## src/rtl/fdl_pkg.sv

```systemverilog
// shared constants and types for the fractional delay line
package fdl_pkg;

   localparam int SAMPLE_BITS   = 24;
   localparam int FRAC_BITS     = 8;
   localparam int DELAY_BITS    = 20;
   localparam int DEPTH_DEFAULT = 4096;
   localparam int QDEPTH        = 4;
   localparam int QCNT_BITS     = $clog2(QDEPTH + 1);
   localparam int QPTR_BITS     = $clog2(QDEPTH);
   localparam int PROD_BITS     = SAMPLE_BITS + FRAC_BITS + 2;

   typedef struct packed {
      logic [SAMPLE_BITS-1:0] a;
      logic [SAMPLE_BITS-1:0] b;
      logic [FRAC_BITS-1:0]   frac;
   } fdl_entry_type;

   typedef struct packed {
      logic          valid;
      fdl_entry_type entry;
   } fdl_slot_type;

endpackage

```

## src/rtl/fdl_queue.sv

```systemverilog
// short queue between the read front end and the interpolation back end
module fdl_queue import fdl_pkg::*; (
   input  logic                 clock,
   input  logic                 reset,
   input  fdl_slot_type         push,
   input  logic                 pop,
   output fdl_slot_type         head,
   output logic [QCNT_BITS-1:0] count
);

   fdl_entry_type          slots [QDEPTH];
   logic [QPTR_BITS-1:0]   wr_ptr_ff, rd_ptr_ff;
   logic [QCNT_BITS-1:0]   count_ff, count_in;

   always_comb begin
      count_in = count_ff;
      if (push.valid && !pop) begin
         count_in = count_ff + 1'b1;
      end else if (!push.valid && pop) begin
         count_in = count_ff - 1'b1;
      end
   end

   always_ff @(posedge clock) begin
      if (reset) begin
         wr_ptr_ff <= '0;
         rd_ptr_ff <= '0;
         count_ff  <= '0;
      end else begin
         if (push.valid) begin
            wr_ptr_ff <= wr_ptr_ff + 1'b1;
         end
         if (pop) begin
            rd_ptr_ff <= rd_ptr_ff + 1'b1;
         end
         count_ff <= count_in;
      end
   end

   always_ff @(posedge clock) begin
      if (push.valid) begin
         slots[wr_ptr_ff] <= push.entry;
      end
   end

   assign head.valid = (count_ff != '0);
   assign head.entry = slots[rd_ptr_ff];
   assign count      = count_ff;

`ifndef NO_ASSERTIONS
   a_no_overflow: assert property (@(posedge clock) disable iff (reset)
      !(push.valid && !pop && (count_ff == QCNT_BITS'(QDEPTH))))
      else $error("queue overflow");

   a_no_underflow: assert property (@(posedge clock) disable iff (reset)
      pop |-> (count_ff != '0))
      else $error("queue underflow");
`endif

endmodule

```

## config.mk

```make
export PLATFORM = sky130hd
export DESIGN_NAME = fdl_queue
export DESIGN_NICKNAME = d
export VERILOG_FILES = /design/src/rtl/fdl_pkg.sv /design/src/rtl/fdl_queue.sv
export SDC_FILE = /design/constraint.sdc
export NUM_CORES = 1
export LEC_CHECK = 0
export BUFFER_PORTS_ARGS = -buffer_cell sky130_fd_sc_hd__buf_2
export CORE_AREA = 2 2 115 145
export CTS_CLUSTER_SIZE = 14
export DETAILED_ROUTE_END_ITERATION = 7
export DIE_AREA = 0 0 117 147
export PLACE_DENSITY = 0.83
export SYNTH_ARGS = -nofsm -noshare
export SYNTH_HDL_FRONTEND = slang
export SYNTH_SLANG_ARGS = --single-unit
```

## constraint.sdc

```tcl
create_clock -name clock -period 2.85 [get_ports clock]
set_input_delay 0.285 -clock clock [delete_from_list [all_inputs] [get_ports clock]]
set_output_delay 0.285 -clock clock [all_outputs]
set_load 0.01 [all_outputs]
```

==> metrics, run 1 <==
status=complete, no violations; clock latency on the worst-skew pair=490 ps; worst slew pin tran=479 ps; Post-CTS Hold Buffers=32; unrepaired setup endpoints after global routing=no; postcts setup bufs=0; Final Non-Filler Cells=744; hold endpoint=slots[3][21]; Setup crit start kind=register; Num CTS Buffers=22; final hold vios=0; core region area=15900 µm²; CP endpoint kind=primary output; gr ovfl total=0; Slew Limit Headroom=0.681; Hold Crit Depth=1; CTS root buffer=clkbuf_16; Post-CTS Resized=0; num ports=120; most frequent cells in the layout=edfxtp_1 (224), buf_2 (119), mux4_2 (56), dlygate4sd3_1 (32), clkbuf_16 (23); die width=117 µm; pwr dens=728 nW/µm²; Gate Count Post-Synth=335; vias in the first global route=4327; final setup fails=0; H-tree depth=1; R2R cell count=4; # DRC=0; initial core utilization=0.536; R2R setup slack=1180 ps; Routed Antenna Nets=0; initial antenna violation count=2; drt total wl=15.3 mm; row cnt=52; Max Slew Vio Count=0; Leakage=3.61 nW; mean area per synthesized cell=25.5 µm²; placed cell count=670; Worst Path Required=2570 ps; Post-Route Setup TNS=0 ps; YS warnings=0; Net Count, Synth=401; Clock Sinks=233; first-pass GRT wire length=23.6 mm; dpl hpwl=9.54 mm; Hold Crit Start=push[21]; Max-cap violations=0; CTS tree=yes; WHS=12.4 ps; placer congestion estimate=0.694; register area share after synthesis=0.809; Layout Nets=576; total track usage=0.183; commonest non-fill, non-tap cell in the layout=edfxtp_1; Worst Hold Class=in -> reg; Clock Tree Buf Depth=3; number of I/O port buffers=119; Worst EP arrival=2080 ps; period utilization=0.831; Setup CP Type=reg -> out; Routed WL per cell=20.5 µm; Peak Freq=422 MHz; via-per-instance ratio=5.35; drt pass-1 iters=4; Critical R2R Launch=wr_ptr_ff[0]; die area=17200 µm²; Peak VDD IR=0.569 mV; post-synthesis cell type count=20; Iter 0 DRT Violations=281; Clk pin slew, worst setup/hold paths=60 ps; reg-to-reg endpoint=slots[0][23]; crit path max fanout=23; clock skew=7.87 ps; flops & latches, synth=233; min cycle time layout=2370 ps; largest net degree at the start of global routing=28; layout cells sized above 1=0.422; Layout area overhead=23.0%; Die H=147 µm; via count=3982; Cell Area, Synth=8540 µm²
[power by group]
part	internal (mW)	switching [mW]
Clock	1.75	1.14
Combinational	0.380	0.375
Sequential	3.93	0.0691
Total	6.07	1.58
[Yosys cell counts]
| cell type | count | area share |
|---|---|---|
| a21oi_1 | 1 | 0.00059 |
| and2_1 | 4 | 0.0029 |
| buf_12 | 4 | 0.0094 |
| buf_2 | 5 | 0.0029 |
| buf_4 | 1 | 0.00088 |
| buf_6 | 1 | 0.0013 |
| clkbuf_1 | 2 | 0.00088 |
| dfxtp_1 | 9 | 0.021 |
| edfxtp_1 | 224 | 0.79 |
| fa_1 | 1 | 0.0023 |
| ha_1 | 5 | 0.0073 |
| inv_1 | 4 | 0.0018 |
| mux2i_1 | 2 | 0.0023 |
| mux4_2 | 56 | 0.15 |
| nand2_1 | 1 | 0.00044 |
| nor2_1 | 7 | 0.0031 |
| o21ai_0 | 1 | 0.00059 |
| or3_1 | 2 | 0.0015 |
| xnor2_1 | 2 | 0.0021 |
| xor2_1 | 3 | 0.0031 |
[critical path, stage by stage, from the launching register on]
cell and delay (ps):
dfxtp_4 590, buf_12 280, mux4_2 540, buf_2 160
[worst max path at each step]
stage	from	endpoint	slack, ps
2_1_floorplan	wr_ptr_ff[0]	slots[2][0]	560
3_3_place_gp	register	head[1]	960
3_5_place_dp	register	head[20]	950
4_1_cts	register	head[1]	410
5_1_grt	register	head[1]	350
6_report	register	head[1]	480
[metrics by stage]
| stage | setup WS, ps | cell area (µm²) | total power, mW | util |
|---|---|---|---|---|
| 3_3_place_gp | 963 | 9460 | 4.78 | 0.593 |
| 6_report | 482 | 10500 | 7.65 | 0.659 |
| 5_1_grt | 346 | 10500 | 7.92 | 0.659 |
| 2_1_floorplan | 562 | 8540 | 4.50 | - |
| 4_1_cts | 411 | 10500 | 7.72 | 0.658 |
| 3_5_place_dp | 952 | 9460 | 4.81 | 0.593 |
[layout make-up]
type | instances | area, µm²
clock inverter | 8 | 111
fill | 1011 | 5440
antenna | 2 | 5.00
tap | 216 | 270
sequential | 233 | 6910
multi-input combinational | 85 | 1490
clock buffer | 32 | 609
timing repair buffer | 164 | 1090
inverter | 4 | 15.0
[layer usage]
layer	share of wire	GRT usage	up-vias	wire, µm
met1	0.41	0.237	2059	6210
met4	0.022	0.0588	0	331
met3	0.053	0.0359	28	812
met2	0.52	0.312	122	7900
met5	0	0	-	0
li1	-	-	1773	-
[state kept, by name (all words and copies together), names as in the netlist, named ones only]
name       count
rd_ptr_ff      2
count          3
slots        224
wr_ptr_ff      2
[cells by family (layout without fill, tap and decap cells)]
kind of cell             after synthesis  count (layout)  share of synthesized area
flip-flops                           233             233                      0.809
multiplexers                          58              58                      0.150
buffers and inverters                 17             208                     0.0171
AND/OR/NAND/NOR                       14              14                    0.00791
adder cells (fa/ha/maj)                6               6                    0.00967
XOR/XNOR                               5               5                    0.00513
AO/OA/AOI/OAI                          2               2                    0.00117
other                                  0               2                          0
Note: power is estimated with default switching activity, not from simulation.
==> inputs of run 2 (changes only) <==
--- a/config.mk
+++ b/config.mk
@@ -6,11 +6,11 @@
 export NUM_CORES = 1
 export LEC_CHECK = 0
 export BUFFER_PORTS_ARGS = -buffer_cell sky130_fd_sc_hd__buf_2
-export CORE_AREA = 2 2 115 145
+export CORE_AREA = 2 2 119 150
 export CTS_CLUSTER_SIZE = 14
 export DETAILED_ROUTE_END_ITERATION = 7
-export DIE_AREA = 0 0 117 147
-export PLACE_DENSITY = 0.83
+export DIE_AREA = 0 0 121 152
+export PLACE_DENSITY = 0.81
 export SYNTH_ARGS = -nofsm -noshare
 export SYNTH_HDL_FRONTEND = slang
 export SYNTH_SLANG_ARGS = --single-unit
==> constraint.sdc (replaced) <==
create_clock -name clock -period 2.1 [get_ports clock]
set_input_delay 0.21 -clock clock [delete_from_list [all_inputs] [get_ports clock]]
set_output_delay 0.21 -clock clock [all_outputs]
set_load 0.01 [all_outputs]
==> run 2 against run 1 <==
Compared with the run above:
- clock-buffer cell count shrank 6
- utilization shrank 2.3 points
- register-to-register slack lost 680 ps
- largest cell class unchanged
- clock skew grew 3.4 ps
- largest power group unchanged
- setup slack lost 450 ps
==> metrics, run 2 (synthesis gave the netlist of run 1 again) <==
vias in the first global route=4624 (+6.9%); Peak Freq=484 MHz; CP endpoint kind=primary output; hold endpoint=rd_ptr_ff[0]; Max Slew Vio Count=0 (unchanged); initial antenna violation count=1 (-1); Layout area overhead=27.2%; Max-cap violations=0 (unchanged); Setup crit start kind=register; unrepaired setup endpoints after global routing=yes; CTS root buffer=clkbuf_16; Layout Nets=601 (+4.3%); Peak VDD IR=0.721 mV (+27%); Layout fillers=1134 (+12%); number of I/O port buffers=119 (unchanged); crit-path max cell delay=570 ps (-20 ps); reg-to-reg endpoint=slots[1][15]; layout cells sized above 1=0.403 (-0.0195); register area=6910 µm² (unchanged); Num CTS Buffers=22 (unchanged); WHS=32.8 ps (+20.5 ps); die width=121 µm (+3.4%); drt total wl=15.9 mm (+4.1%); Crit-path slowest cell=mux4_2; placer congestion estimate=0.682 (-1.8%); total track usage=0.172 (-0.0110); row cnt=54 (+3.8%); buffers and inverters on the worst path=2 (unchanged); cell family with the largest share of critical-path delay=multiplexers; clock skew=11.2 ps (+3.37 ps); final setup fails=0 (unchanged); multi-input logic area=1490 µm² (unchanged); Worst Hold Class=in -> reg; crit path max fanout=21 (-8.7%); initial core utilization=0.499 (-0.0361); Worst path depth=3 (unchanged); final setup margin=34.0 ps (-448 ps); core region area=17100 µm² (+7.2%); H-tree depth=1 (unchanged); status=complete, no violations; largest net degree at the start of global routing=42 (+50%); R2R setup slack=500 ps (-680 ps); Place WS=303 ps (-649 ps); Routed WL per cell=20.5 µm (about the same); Routed Antenna Nets=0 (unchanged); Slew Limit Headroom=0.678 (-0.00285); commonest non-fill, non-tap cell in the layout=edfxtp_1; Clock Sinks=233 (unchanged); via count=4056 (+1.9%); die area=18400 µm² (+6.9%); Hold Crit Start=pop; max reg flops=224 (unchanged); gr ovfl total=0 (unchanged); clock latency on the worst-skew pair=500 ps (about the same); Die H=152 µm (+3.4%); Post-Route Setup TNS=0 ps (unchanged); Worst EP arrival=1860 ps (-220 ps); final hold vios=0 (unchanged); Critical R2R Launch=wr_ptr_ff[1]; CTS tree=yes; R2R cell count=4 (unchanged); num ports=120 (unchanged); # DRC=0 (unchanged); Setup CP Type=reg -> out; dpl hpwl=9.43 mm (-1.1%); most frequent cells in the layout=edfxtp_1 (224), buf_2 (93), dlygate4sd3_1 (57), mux4_2 (56), buf_6 (26); min cycle time layout=2070 ps; Iter 0 DRT Violations=303 (+7.8%); drt pass-1 iters=4 (unchanged); worst-path cell chain=buf_16 > mux4_2 > buf_6; period utilization=0.984; Clk pin slew, worst setup/hold paths=60 ps (about the same); postcts setup bufs=0 (unchanged); Hold Crit Depth=3 (+2); first-pass GRT wire length=24.4 mm (+3.5%); most flop-heavy register=slots; worst slew pin tran=483 ps (+4.28 ps); via-per-instance ratio=5.24 (-2.1%); Clock Tree Buf Depth=3 (unchanged); Worst Path Required=1890 ps (-680 ps); pwr dens=941 nW/µm² (+29%); Leakage=3.74 nW (+3.6%)
[run 2: worst register-to-register path: stages (launching register included)]
cell and delay [ps]:
dfxtp_1 340, inv_1 100, ha_1 160, and2_2 370, buf_4 330
[run 2: metrics by stage]
step / cell area, µm² / total power, mW / util / std cells
after global routing: 10900 / 10.6 / 0.636 / 774
after detailed placement: 9430 / 6.51 / 0.552 / 677
after CTS: 10800 / 10.3 / 0.629 / 772
after floorplan: 8540 / 6.11 / - / 335
final: 10900 / 10.2 / 0.636 / 774
after global placement: 9430 / 6.47 / 0.552 / 677
[run 2: per-layer routing]
| layer | global-route usage | vias up | routed length [µm] |
|---|---|---|---|
| met5 | 0 | - | 0 |
| met4 | 0.0515 | 0 | 301 |
| met3 | 0.0270 | 26 | 714 |
| met2 | 0.319 | 117 | 8910 |
| met1 | 0.203 | 2098 | 5970 |
| li1 | - | 1815 | - |
[run 2: worst max path at each step]
stage / to
floorplan: slots[2][0]
global placement: count[2]
detailed placement: count[2]
CTS: head[30]
global route: head[45]
finish: head[15]
[run 2: layout make-up]
class / count / area share
tap: 224 / 0.0258
inverter: 4 / 0.00138
clock inverter: 12 / 0.00829
antenna: 1 / 0.000230
timing repair buffer: 189 / 0.139
multi-input combinational: 85 / 0.137
sequential: 233 / 0.636
clock buffer: 26 / 0.0521
[run 2: power breakdown]
| group | internal, mW | leakage (nW) | switching [mW] |
|---|---|---|---|
| registers | 5.34 | 2.13 | 0.0705 |
| logic | 0.637 | 1.29 | 0.572 |
| clock network | 2.04 | 0.316 | 1.57 |
| total | 8.02 | 3.74 | 2.21 |
[run 2: what timing repair did]
action / CTS / global route
hold buffers: 57 / 0
setup endpoints to repair: 54 / 44
hold endpoints to repair: 233 / 0
gates resized for setup: 16 / 13
gates cloned: 0 / 1
