## config.mk

```make
export PLATFORM = sky130hd
export DESIGN_NAME = fdl_back_flat
export DESIGN_NICKNAME = d
export VERILOG_FILES = /design/src/rtl/fdl_pkg.sv /design/src/rtl/fdl_rsp_if.sv /design/src/rtl/fdl_back.sv /design/src/flat_wrapper.sv
export SDC_FILE = /design/constraint.sdc
export NUM_CORES = 1
export LEC_CHECK = 0
export BUFFER_PORTS_ARGS = -buffer_cell sky130_fd_sc_hd__buf_2
export CELL_PAD_IN_SITES_DETAIL_PLACEMENT = 0
export CELL_PAD_IN_SITES_GLOBAL_PLACEMENT = 2
export CORE_UTILIZATION = 30
export DETAILED_ROUTE_END_ITERATION = 8
export PLACE_DENSITY = 0.71
export SLEW_MARGIN = 20
export SYNTH_ARGS = -nofsm -noshare
export SYNTH_HDL_FRONTEND = slang
export SYNTH_SLANG_ARGS = --single-unit
```

## constraint.sdc

```tcl
create_clock -name clock -period 11 [get_ports clock]
set_input_delay 3.3 -clock clock [delete_from_list [all_inputs] [get_ports clock]]
set_output_delay 3.3 -clock clock [all_outputs]
set_load 0.01 [all_outputs]
```

## src/rtl/fdl_pkg.sv

```systemverilog
// shared constants and types for the fractional delay line
package fdl_pkg;

   localparam int SAMPLE_BITS   = 24;
   localparam int FRAC_BITS     = 8;
   localparam int DELAY_BITS    = 20;
   localparam int DEPTH_DEFAULT = 4096;
   localparam int QDEPTH        = 4;
   localparam int QCNT_BITS     = $clog2(QDEPTH + 1);
   localparam int QPTR_BITS     = $clog2(QDEPTH);
   localparam int PROD_BITS     = SAMPLE_BITS + FRAC_BITS + 2;

   typedef struct packed {
      logic [SAMPLE_BITS-1:0] a;
      logic [SAMPLE_BITS-1:0] b;
      logic [FRAC_BITS-1:0]   frac;
   } fdl_entry_type;

   typedef struct packed {
      logic          valid;
      fdl_entry_type entry;
   } fdl_slot_type;

endpackage

```

## src/rtl/fdl_rsp_if.sv

```systemverilog
// delayed sample result channel
interface fdl_rsp_if import fdl_pkg::*; ();
   logic                   valid;
   logic                   ready;
   logic [SAMPLE_BITS-1:0] delayed_sample;

   modport source (output valid, output delayed_sample, input ready);
   modport sink (input valid, input delayed_sample, output ready);
endinterface

```

## src/rtl/fdl_back.sv

```systemverilog
// back end: linear interpolation pipeline and result register
module fdl_back import fdl_pkg::*; (
   input  logic         clock,
   input  logic         reset,
   input  fdl_slot_type head,
   output logic         pop,
   fdl_rsp_if.source    rsp_if
);

   logic                         m_valid_ff;
   logic signed [PROD_BITS-1:0]  m_prod_ff;
   logic [SAMPLE_BITS-1:0]       m_a_ff;
   logic                         o_valid_ff;
   logic [SAMPLE_BITS-1:0]       o_data_ff;

   logic                         en_o, en_m;
   logic signed [SAMPLE_BITS:0]  diff;
   logic signed [PROD_BITS-1:0]  prod_in;
   logic [SAMPLE_BITS+1:0]       sum;

   assign en_o = !o_valid_ff || rsp_if.ready;
   assign en_m = !m_valid_ff || en_o;
   assign pop  = head.valid && en_m;

   assign diff    = $signed({head.entry.b[SAMPLE_BITS-1], head.entry.b})
                  - $signed({head.entry.a[SAMPLE_BITS-1], head.entry.a});
   assign prod_in = diff * $signed({1'b0, head.entry.frac});

   // arithmetic shift of the product floors toward minus infinity
   assign sum = {{2{m_a_ff[SAMPLE_BITS-1]}}, m_a_ff} + m_prod_ff[PROD_BITS-1:FRAC_BITS];

   always_ff @(posedge clock) begin
      if (reset) begin
         m_valid_ff <= 1'b0;
         o_valid_ff <= 1'b0;
      end else begin
         if (en_m) begin
            m_valid_ff <= head.valid;
         end
         if (en_o) begin
            o_valid_ff <= m_valid_ff;
         end
      end
   end

   always_ff @(posedge clock) begin
      if (pop) begin
         m_prod_ff <= prod_in;
         m_a_ff    <= head.entry.a;
      end
      if (en_o && m_valid_ff) begin
         o_data_ff <= sum[SAMPLE_BITS-1:0];
      end
   end

   assign rsp_if.valid          = o_valid_ff;
   assign rsp_if.delayed_sample = o_data_ff;

`ifndef NO_ASSERTIONS
   a_mul_hold: assert property (@(posedge clock) disable iff (reset)
      (m_valid_ff && !en_m) |=> (m_valid_ff && $stable(m_prod_ff)))
      else $error("interpolation stage lost a transaction under stall");
`endif

endmodule

```

## src/flat_wrapper.sv

```systemverilog
// flat-port wrapper written by rule: the top's interface ports become plain ports
module fdl_back_flat import fdl_pkg::*;
  (clock, reset, head, pop, rsp_if_valid, rsp_if_delayed_sample, rsp_if_ready);
  fdl_rsp_if rsp_if_i ();
  input  logic clock;
  input  logic reset;
  input  fdl_slot_type head;
  output logic pop;
  output wire logic [$bits(rsp_if_i.valid)-1:0] rsp_if_valid;
  output wire logic [$bits(rsp_if_i.delayed_sample)-1:0] rsp_if_delayed_sample;
  input wire logic [$bits(rsp_if_i.ready)-1:0] rsp_if_ready;
  assign rsp_if_valid = rsp_if_i.valid;
  assign rsp_if_delayed_sample = rsp_if_i.delayed_sample;
  assign rsp_if_i.ready = rsp_if_ready;
  fdl_back u_core (.clock(clock), .reset(reset), .head(head), .pop(pop), .rsp_if(rsp_if_i));
endmodule
```

==> results_dict.tcl, run 1 <==
set metrics [dict create \
    yosys_warnings 0 \
    cpMaxStageDelayCell "xnor2_1" \
    hold_buffers 0 \
    cts_resized 0 \
    synth_flop_cell "edfxtp_1" \
    synth_area_sq_um 11210 \
    r2r_cells 10 \
    overflow 0 \
    synth_compound_area_frac 0.09277 \
    cp_max_fo 8 \
    worstSetupEndpointType "flop" \
    hp-class "flop to flop" \
    wl_per_cell_um 15.18 \
    grt_pass1_vias 8613 \
    grt_pass1_wl_um 44350 \
    cp.depth 28 \
    cts.sinks 74 \
    synth-edff-count 72 \
    wirelength_um 26650 \
    yosys-mux-area-fraction 0.01518 \
    hold-path-cell-count 2 \
    path_buf_inv 5 \
    dr.pass1.iters 4 \
    die_x_um 195.3 \
    numCtsBuffers 9 \
    synthXorXnorAreaFrac 0.05314 \
    skew_ps 7.239 \
    crit_type "primary input to flop" \
    n_fill_cell 3792 \
    die_h_um 195.3 \
    synth_fa_ha_area_frac 0.3898 \
    hpwl_um 22110 \
    relSlewSlack 0.3772 \
    io_pins 86 \
    max_cap_violations 0 \
    die-area_sq_um 38140 \
    worst_slew_pin_slew_ps 927.5 \
    cp-start-kind "primary input" \
    first_iter_violations 289 \
    synth-simple-area-share 0.1571 \
    place.gp.congestion 0.8140 \
    track_usage 0.1476 \
    grt_max_degree 49 \
    yosysUniqueCellTypes 62 \
    syn_inst 1198 \
    slowest_delay_ps 730 \
    fin_crit_sh 0.9167 \
    via_per_inst 4.514 \
    post_cts_buffers 0 \
    finalNetCount 1602 \
    clock_latency_ps 340 \
    cts_max_path_buffers 2 \
    ant_nets 0 \
    final_hold_viol_count 0 \
    core_area_sq_um 36700 \
    syn_avg_cell_area_sq_um 9.356 \
    status "completed" \
    htreeDepth 3 \
    clockRootBuffer "clkbuf_16" \
    arrival_ps 10160 \
    start_util 0.3054 \
    critPathRequiredTime_ps 11080 \
    vias 7926 \
    setup_viol 0 \
    synth_nets 1516 \
    fp-row-count 70 \
    antenna_found_initial 2 \
    period_minus_slack_ps 10080 \
    antennaDiodeCount 0 \
    synthToLayoutAreaGrowth_pct 11.91 \
    slew_viol_final 0 \
    fmax_ghz 0.09917 \
    async_flop_share 0 \
    clkTransAtPathRegs_ps 60 \
    portBuffers 85 \
    critical_path.top_delay_family "adder cells" \
    drc 0 \
    ys_seq_area_frac 0.1965 \
    setup_tns_ps 0 \
    synth_seq_cells 74 \
    cts_tree "built" \
    synth_top_family_by_area "adder cells" \
    layout-drive-gt1-share 0.1110 \
    rsz0062_at_grt "false" \
]
==> flip-flops by register name, summed over array words and instances, names as in the netlist <==
name                          cells
u_core.m_a_ff                    24
u_core.m_prod_ff                 24
u_core.rsp_if.delayed_sample     24
u_core.m_valid_ff                 1
u_core.rsp_if.valid               1
==> worst paths after layout <==
kind	startpoint	to	slack (ps)
worst max-delay path	head[37]	u_core.m_prod_ff[31]	920
worst min-delay path	u_core.m_valid_ff	u_core.rsp_if.valid	540
worst max register to register	u_core.m_a_ff[2]	u_core.rsp_if.delayed_sample[23]	7920
worst min register to register	u_core.m_valid_ff	u_core.rsp_if.valid	540
==> worst reg2reg max path, stage by stage, from the launching register on <==
cell and delay [ps]:
edfxtp_1 360, ha_1 350, o21ai_0 130, o211ai_1 190
o211ai_1 190, or3_1 460, a31oi_1 320, o221ai_1 290
o2111ai_1 300, a21oi_1 120, xnor2_1 130
==> cells in the mapped netlist, types with 4 or more instances <==
cell type | number | share of area
a21o_1 | 21 | 0.014
a21oi_1 | 45 | 0.020
and2_1 | 85 | 0.047
and3_1 | 5 | 0.0028
clkbuf_1 | 26 | 0.0087
edfxtp_1 | 72 | 0.19
fa_1 | 152 | 0.27
ha_1 | 106 | 0.12
inv_1 | 258 | 0.086
mux2_2 | 5 | 0.0050
mux2i_1 | 8 | 0.0071
nand2_1 | 127 | 0.043
nand2b_1 | 23 | 0.013
nand3_1 | 12 | 0.0054
nand4_1 | 4 | 0.0022
nor2_1 | 47 | 0.016
nor2b_1 | 18 | 0.010
nor3_1 | 12 | 0.0054
o211ai_1 | 7 | 0.0047
o21a_1 | 11 | 0.0074
o21ai_0 | 17 | 0.0076
o21ai_1 | 4 | 0.0018
o21bai_1 | 5 | 0.0033
or3_1 | 5 | 0.0028
xnor2_1 | 55 | 0.043
xor2_1 | 13 | 0.010
==> per-stage QoR <==
| stage | setup WS [ps] | instances | area [sq um] | utilization | hold slack (ps) |
|---|---|---|---|---|---|
| 6_report | 916.6 | 1756 | 12540 | 0.3418 | 541.6 |
| 4_1_cts | 867.4 | 1756 | 12540 | 0.3418 | 545.3 |
| 3_3_place_gp | 627.1 | 1741 | 12260 | 0.3340 | 530.0 |
| 5_1_grt | 500.8 | 1756 | 12540 | 0.3418 | 573.7 |
| 2_1_floorplan | 600.4 | 1198 | 11210 | - | 472.8 |
| 3_5_place_dp | 540.3 | 1741 | 12260 | 0.3340 | 541.0 |
==> cell usage in the layout (no fill, tap or decap), drive strengths merged, types with 4 or more instances in the layout <==
cell type / n
a211oi: 4
a21o: 21
a21oi: 48
a31oi: 5
and2: 85
and3: 5
buf: 102
clkbuf: 10
edfxtp: 72
fa: 152
ha: 106
inv: 258
mux2: 8
mux2i: 8
nand2: 127
nand2b: 23
nand3: 12
nand4: 5
nor2: 47
nor2b: 18
nor3: 13
o211ai: 8
o21a: 12
o21ai: 22
o21bai: 5
or3: 5
xnor2: 55
xor2: 13
==> final cells by class <==
type / count / area, sq um / share of cell area
multi-input combinational: 839 / 7949 / 0.6337
sequential: 74 / 2202 / 0.1756
inverter: 258 / 968.4 / 0.07721
tap: 468 / 585.6 / 0.04668
timing repair buffer: 102 / 553.0 / 0.04409
clock buffer: 10 / 229.0 / 0.01825
clock inverter: 5 / 56.30 / 0.004489
==> metal layers <==
| metal | global-route usage | wire length, um | vias up |
|---|---|---|---|
| met4 | 0.03558 | 303 | 4 |
| li1 | - | - | 3944 |
| met5 | 0 | 20 | - |
| met1 | 0.2018 | 13350 | 3880 |
| met3 | 0.01347 | 631 | 19 |
| met2 | 0.2511 | 12350 | 79 |
==> cells by family (layout without fill, tap and decap cells) <==
group | after synthesis | after routing
buffers and inverters | 285 | 375
xor gates and xnor gates | 68 | 68
and+or+nand+nor | 351 | 351
muxes | 16 | 16
AOI/OAI and AO/OA | 146 | 146
adders and majority gates | 258 | 258
DFF | 74 | 74
Power of run 1 is left out: the tool's default activity adds up to more than one toggle a clock period on the data nets, which glitch-free logic cannot reach.
==> run 2: changes to the inputs <==
BUFFER_PORTS_ARGS = -buffer_cell sky130_fd_sc_hd__clkbuf_2   (was -buffer_cell sky130_fd_sc_hd__buf_2)
==> run 2 against run 1 <==
Critical endpoint unchanged. Core utilization increased by 0.11 points. Setup slack improved by 4.2 ps. Via count decreased by 0.73%.
==> results_dict.tcl, run 2 (same netlist as run 1, synthesis figures left out) <==
set metrics [dict create \
    status "completed" \
    cts.sinks 74 \
    cp_max_fo 8 \
    slew_viol_final 0 \
    n_fill_cell 3787 \
    relSlewSlack 0.3677 \
    fp-row-count 70 \
    clkTransAtPathRegs_ps 60 \
    final_hold_viol_count 0 \
    arrival_ps 10170 \
    die_x_um 195.3 \
    cts_resized 0 \
    portBuffers 85 \
    max_cap_violations 0 \
    overflow 0 \
    post_cts_buffers 0 \
    grt_pass1_vias 8444 \
    cp_common_cell "fa_1" \
    synthToLayoutAreaGrowth_pct 12.27 \
    hpwl_um 21920 \
    slowest_delay_ps 530 \
    setup_tns_ps 0 \
    layout-drive-gt1-share 0.1123 \
    crit_type "primary input to flop" \
    numCtsBuffers 9 \
    worst_slew_pin_slew_ps 941.6 \
    htreeDepth 3 \
    final_common_cell "inv_1" \
    fmax_ghz 0.09921 \
    io_pins 86 \
    start_util 0.3054 \
    cts_max_path_buffers 2 \
    clock_latency_ps 330 \
    antennaDiodeCount 0 \
    cts_tree "built" \
    core_area_sq_um 36700 \
    fin_crit_sh 0.9163 \
    dr.pass1.iters 4 \
    wl_per_cell_um 14.97 \
    cp-start-kind "primary input" \
    clockRootBuffer "clkbuf_16" \
    period_minus_slack_ps 10080 \
    die-area_sq_um 38140 \
    layout_common_cells "258 x inv_1, 152 x fa_1, 127 x nand2_1" \
    cpMaxStageDelayCell "fa_1" \
    r2r_cells 10 \
    die_h_um 195.3 \
    first_iter_violations 338 \
    wirelength_um 26330 \
    multi_input_area_sq_um 7949 \
    hold_buffers 0 \
    finalNetCount 1604 \
    worstSetupEndpointType "flop" \
    grt_max_degree 29 \
    antenna_found_initial 1 \
    grt_pass1_wl_um 43620 \
    critPathRequiredTime_ps 11090 \
    skew_ps 8.458 \
    setup_viol 0 \
    via_per_inst 4.473 \
    track_usage 0.1444 \
    seqCellArea_sq_um 2202 \
    rsz0062_at_grt "false" \
    drc 0 \
    ant_nets 0 \
    hold-path-cell-count 2 \
    hp-class "flop to flop" \
    place.gp.congestion 0.8146 \
    vias 7868 \
]
[run 2: changes by cell type in the layout (fill, tap and decap cells not counted)]
cell       before  now
buf_2          85    0
buf_4          17   19
clkinv_1        0    1
clkinv_4        1    0
bufinv_16       1    2
clkbuf_2        0   85
[run 2: final cells by class]
type,instances,area share
clock buffers,10,0.01820
clock inverters,6,0.006463
inverters,258,0.07696
multi-input cells,839,0.6317
flip-flops and latches,74,0.1750
well taps,468,0.04653
repair buffers,104,0.04514
[run 2: stage by stage]
stage	utilization	std cells	hold WS (ps)	worst slack, ps	instance area, sq um
after floorplan	-	1198	472.8	600.4	11210
after global placement	0.3344	1743	547.7	581.8	12270
after detailed placement	0.3344	1743	546.9	532.2	12270
after CTS	0.3429	1759	557.4	870.6	12580
after global routing	0.3429	1759	586.3	500.4	12580
final	0.3429	1759	557.6	920.7	12580
[run 2: path summary, 6_finish.rpt]
path / slack (ps) / end / from
hold / removal: 560 / u_core.rsp_if.valid / u_core.m_valid_ff
setup / recovery: 920 / u_core.m_prod_ff[31] / head[8]
hold reg to reg: 560 / u_core.rsp_if.valid / u_core.m_valid_ff
setup reg to reg: 7950 / u_core.rsp_if.delayed_sample[23] / u_core.m_prod_ff[10]
[run 2: worst max-delay path, delay by kind of cell]
family | cells | cell delay (ps)
simple gates | 6 | 870
xor+xnor | 2 | 230
fa+ha+maj | 7 | 3000
compound gates | 10 | 2320
buf+inv | 6 | 430
[run 2: routing by layer]
layer	track usage	routed length, um	vias to the layer above
li1	-	-	3954
met1	0.2032	13310	3802
met2	0.2397	12010	96
met3	0.01434	720	14
met4	0.03062	277	2
met5	0	13	-
Power of run 2 is left out for the same reason.
==> run 3: changes to the inputs <==
CORE_ASPECT_RATIO = 1.75   (was default)
CORE_MARGIN = 4   (was default)
CTS_CLUSTER_SIZE = 12   (was default)
==> run 3 against run 2 <==
Core utilization shrank 0.11 points. Sequential share of layout area hardly changed. Design area up 0.19%. Clock skew grew 1.6 ps. Non-clock buffer count unchanged. Setup slack worse by 86 ps. Die area grew 6.6%. Largest cell class unchanged. Highest routed layer is now met4.
==> results_dict.tcl, run 3 (same netlist as run 1, synthesis figures left out) <==
set metrics [dict create \
    status "completed" \
    slew_viol_final 0 \
    max_cap_violations 0 \
    cp_common_cell "fa_1" \
    die_x_um 154.1 \
    clockRootBuffer "clkbuf_16" \
    cts_resized 0 \
    critPathRequiredTime_ps 11090 \
    seqCellArea_sq_um 2202 \
    multi_input_area_sq_um 7949 \
    rr_endpoint "u_core.rsp_if.delayed_sample[23]" \
    antenna_found_initial 0 \
    setup_viol 0 \
    cts_max_path_buffers 2 \
    dr.pass1.iters 5 \
    layout_common_cells "258 x inv_1, 152 x fa_1, 127 x nand2_1" \
    n_fill_cell 3856 \
    pre_cts_ws_ps 353.9 \
    startpoint "head[8]" \
    io_pins 86 \
    die-area_sq_um 40640 \
    final_hold_viol_count 0 \
    cp_max_fo 4 \
    rsz0062_at_grt "false" \
    arrival_ps 10250 \
    wl_per_cell_um 15.09 \
    grt_pass1_vias 8804 \
    crit_type "primary input to flop" \
    slowest_delay_ps 530 \
    die_h_um 263.7 \
    skew_ps 10.03 \
    first_iter_violations 218 \
    synthToLayoutAreaGrowth_pct 12.48 \
    antennaDiodeCount 0 \
    cp-start-kind "primary input" \
    hold_path.startpoint "u_core.m_prod_ff[8]" \
    cpMaxStageDelayCell "fa_1" \
    hold_buffers 0 \
    reg2reg_from "u_core.m_a_ff[2]" \
    hp-class "flop to flop" \
    cts_tree "built" \
    worstSetupEndpointType "flop" \
    worst_slew_pin_slew_ps 843.8 \
    hpwl_um 22780 \
    period_minus_slack_ps 10170 \
    htreeDepth 3 \
    setup_ws_ps 834.7 \
    fin_crit_sh 0.9241 \
    fp-row-count 93 \
    numCtsBuffers 9 \
    finalNetCount 1604 \
    r2r_cells 10 \
    grt_max_degree 50 \
    r2r_slack_ps 7860 \
    post_cts_buffers 0 \
    portBuffers 85 \
    wirelength_um 26650 \
    hold-path-endpoint "u_core.rsp_if.delayed_sample[0]" \
    ant_nets 0 \
    start_util 0.3039 \
    setup_tns_ps 0 \
    relSlewSlack 0.4334 \
    fmax_ghz 0.09837 \
    final_common_cell "inv_1" \
    core_area_sq_um 36890 \
    overflow 0 \
    clkTransAtPathRegs_ps 70 \
    grt_pass1_wl_um 44740 \
    vias 8044 \
    via_per_inst 4.555 \
    cts.sinks 74 \
    track_usage 0.1359 \
    drc 0 \
    hold-path-cell-count 1 \
    place.gp.congestion 0.7529 \
    layout-drive-gt1-share 0.1131 \
    clock_latency_ps 350 \
]
==> run 3: cell count changes in the layout (fill, tap and decap cells not counted), sizes merged <==
cell    change
inv         +3
clkinv      -3
==> run 3: worst max path at each step <==
stage / slack, ps / endpoint
after floorplan: 600 / pop
after global placement: 410 / u_core.m_prod_ff[31]
after detailed placement: 350 / u_core.m_prod_ff[31]
after CTS: 730 / u_core.m_prod_ff[31]
after global routing: 360 / u_core.m_prod_ff[31]
final: 830 / u_core.m_prod_ff[31]
==> run 3: per-stage QoR <==
step                area (sq um)  hold WS, ps    util  instances
finish                     12610        551.4  0.3418       1766
global route               12610        577.4  0.3418       1766
CTS                        12610        555.7  0.3418       1766
detailed placement         12280        544.3  0.3330       1750
global placement           12280        522.3  0.3330       1750
floorplan                  11210        472.8       -       1198
==> run 3: cell type report <==
| class | count | share of cell area |
|---|---|---|
| clock inverter | 6 | 0.007642 |
| clock buffer | 10 | 0.01816 |
| timing repair buffer | 104 | 0.04506 |
| sequential | 74 | 0.1747 |
| inverter | 258 | 0.07682 |
| tap | 475 | 0.04714 |
| multi-input combinational | 839 | 0.6305 |
==> run 3: worst max-delay path, delay by kind of cell <==
family,cells,cell delay (ps)
AND/OR/NAND/NOR,6,980
buffers and inverters,5,240
XOR/XNOR,2,480
adder cells (fa/ha/maj),7,2980
AO/OA/AOI/OAI,10,2250
==> run 3: layer usage <==
metal | vias to the layer above | share of wire | global-route usage | routed length [um]
met4 | 0 | 0.019 | 0.04228 | 517
met2 | 101 | 0.54 | 0.2551 | 14520
met1 | 3956 | 0.41 | 0.1644 | 11050
li1 | 3953 | - | - | -
met5 | - | 0 | 0 | 0
met3 | 34 | 0.021 | 0.008359 | 560
Power of run 3 is left out for the same reason.
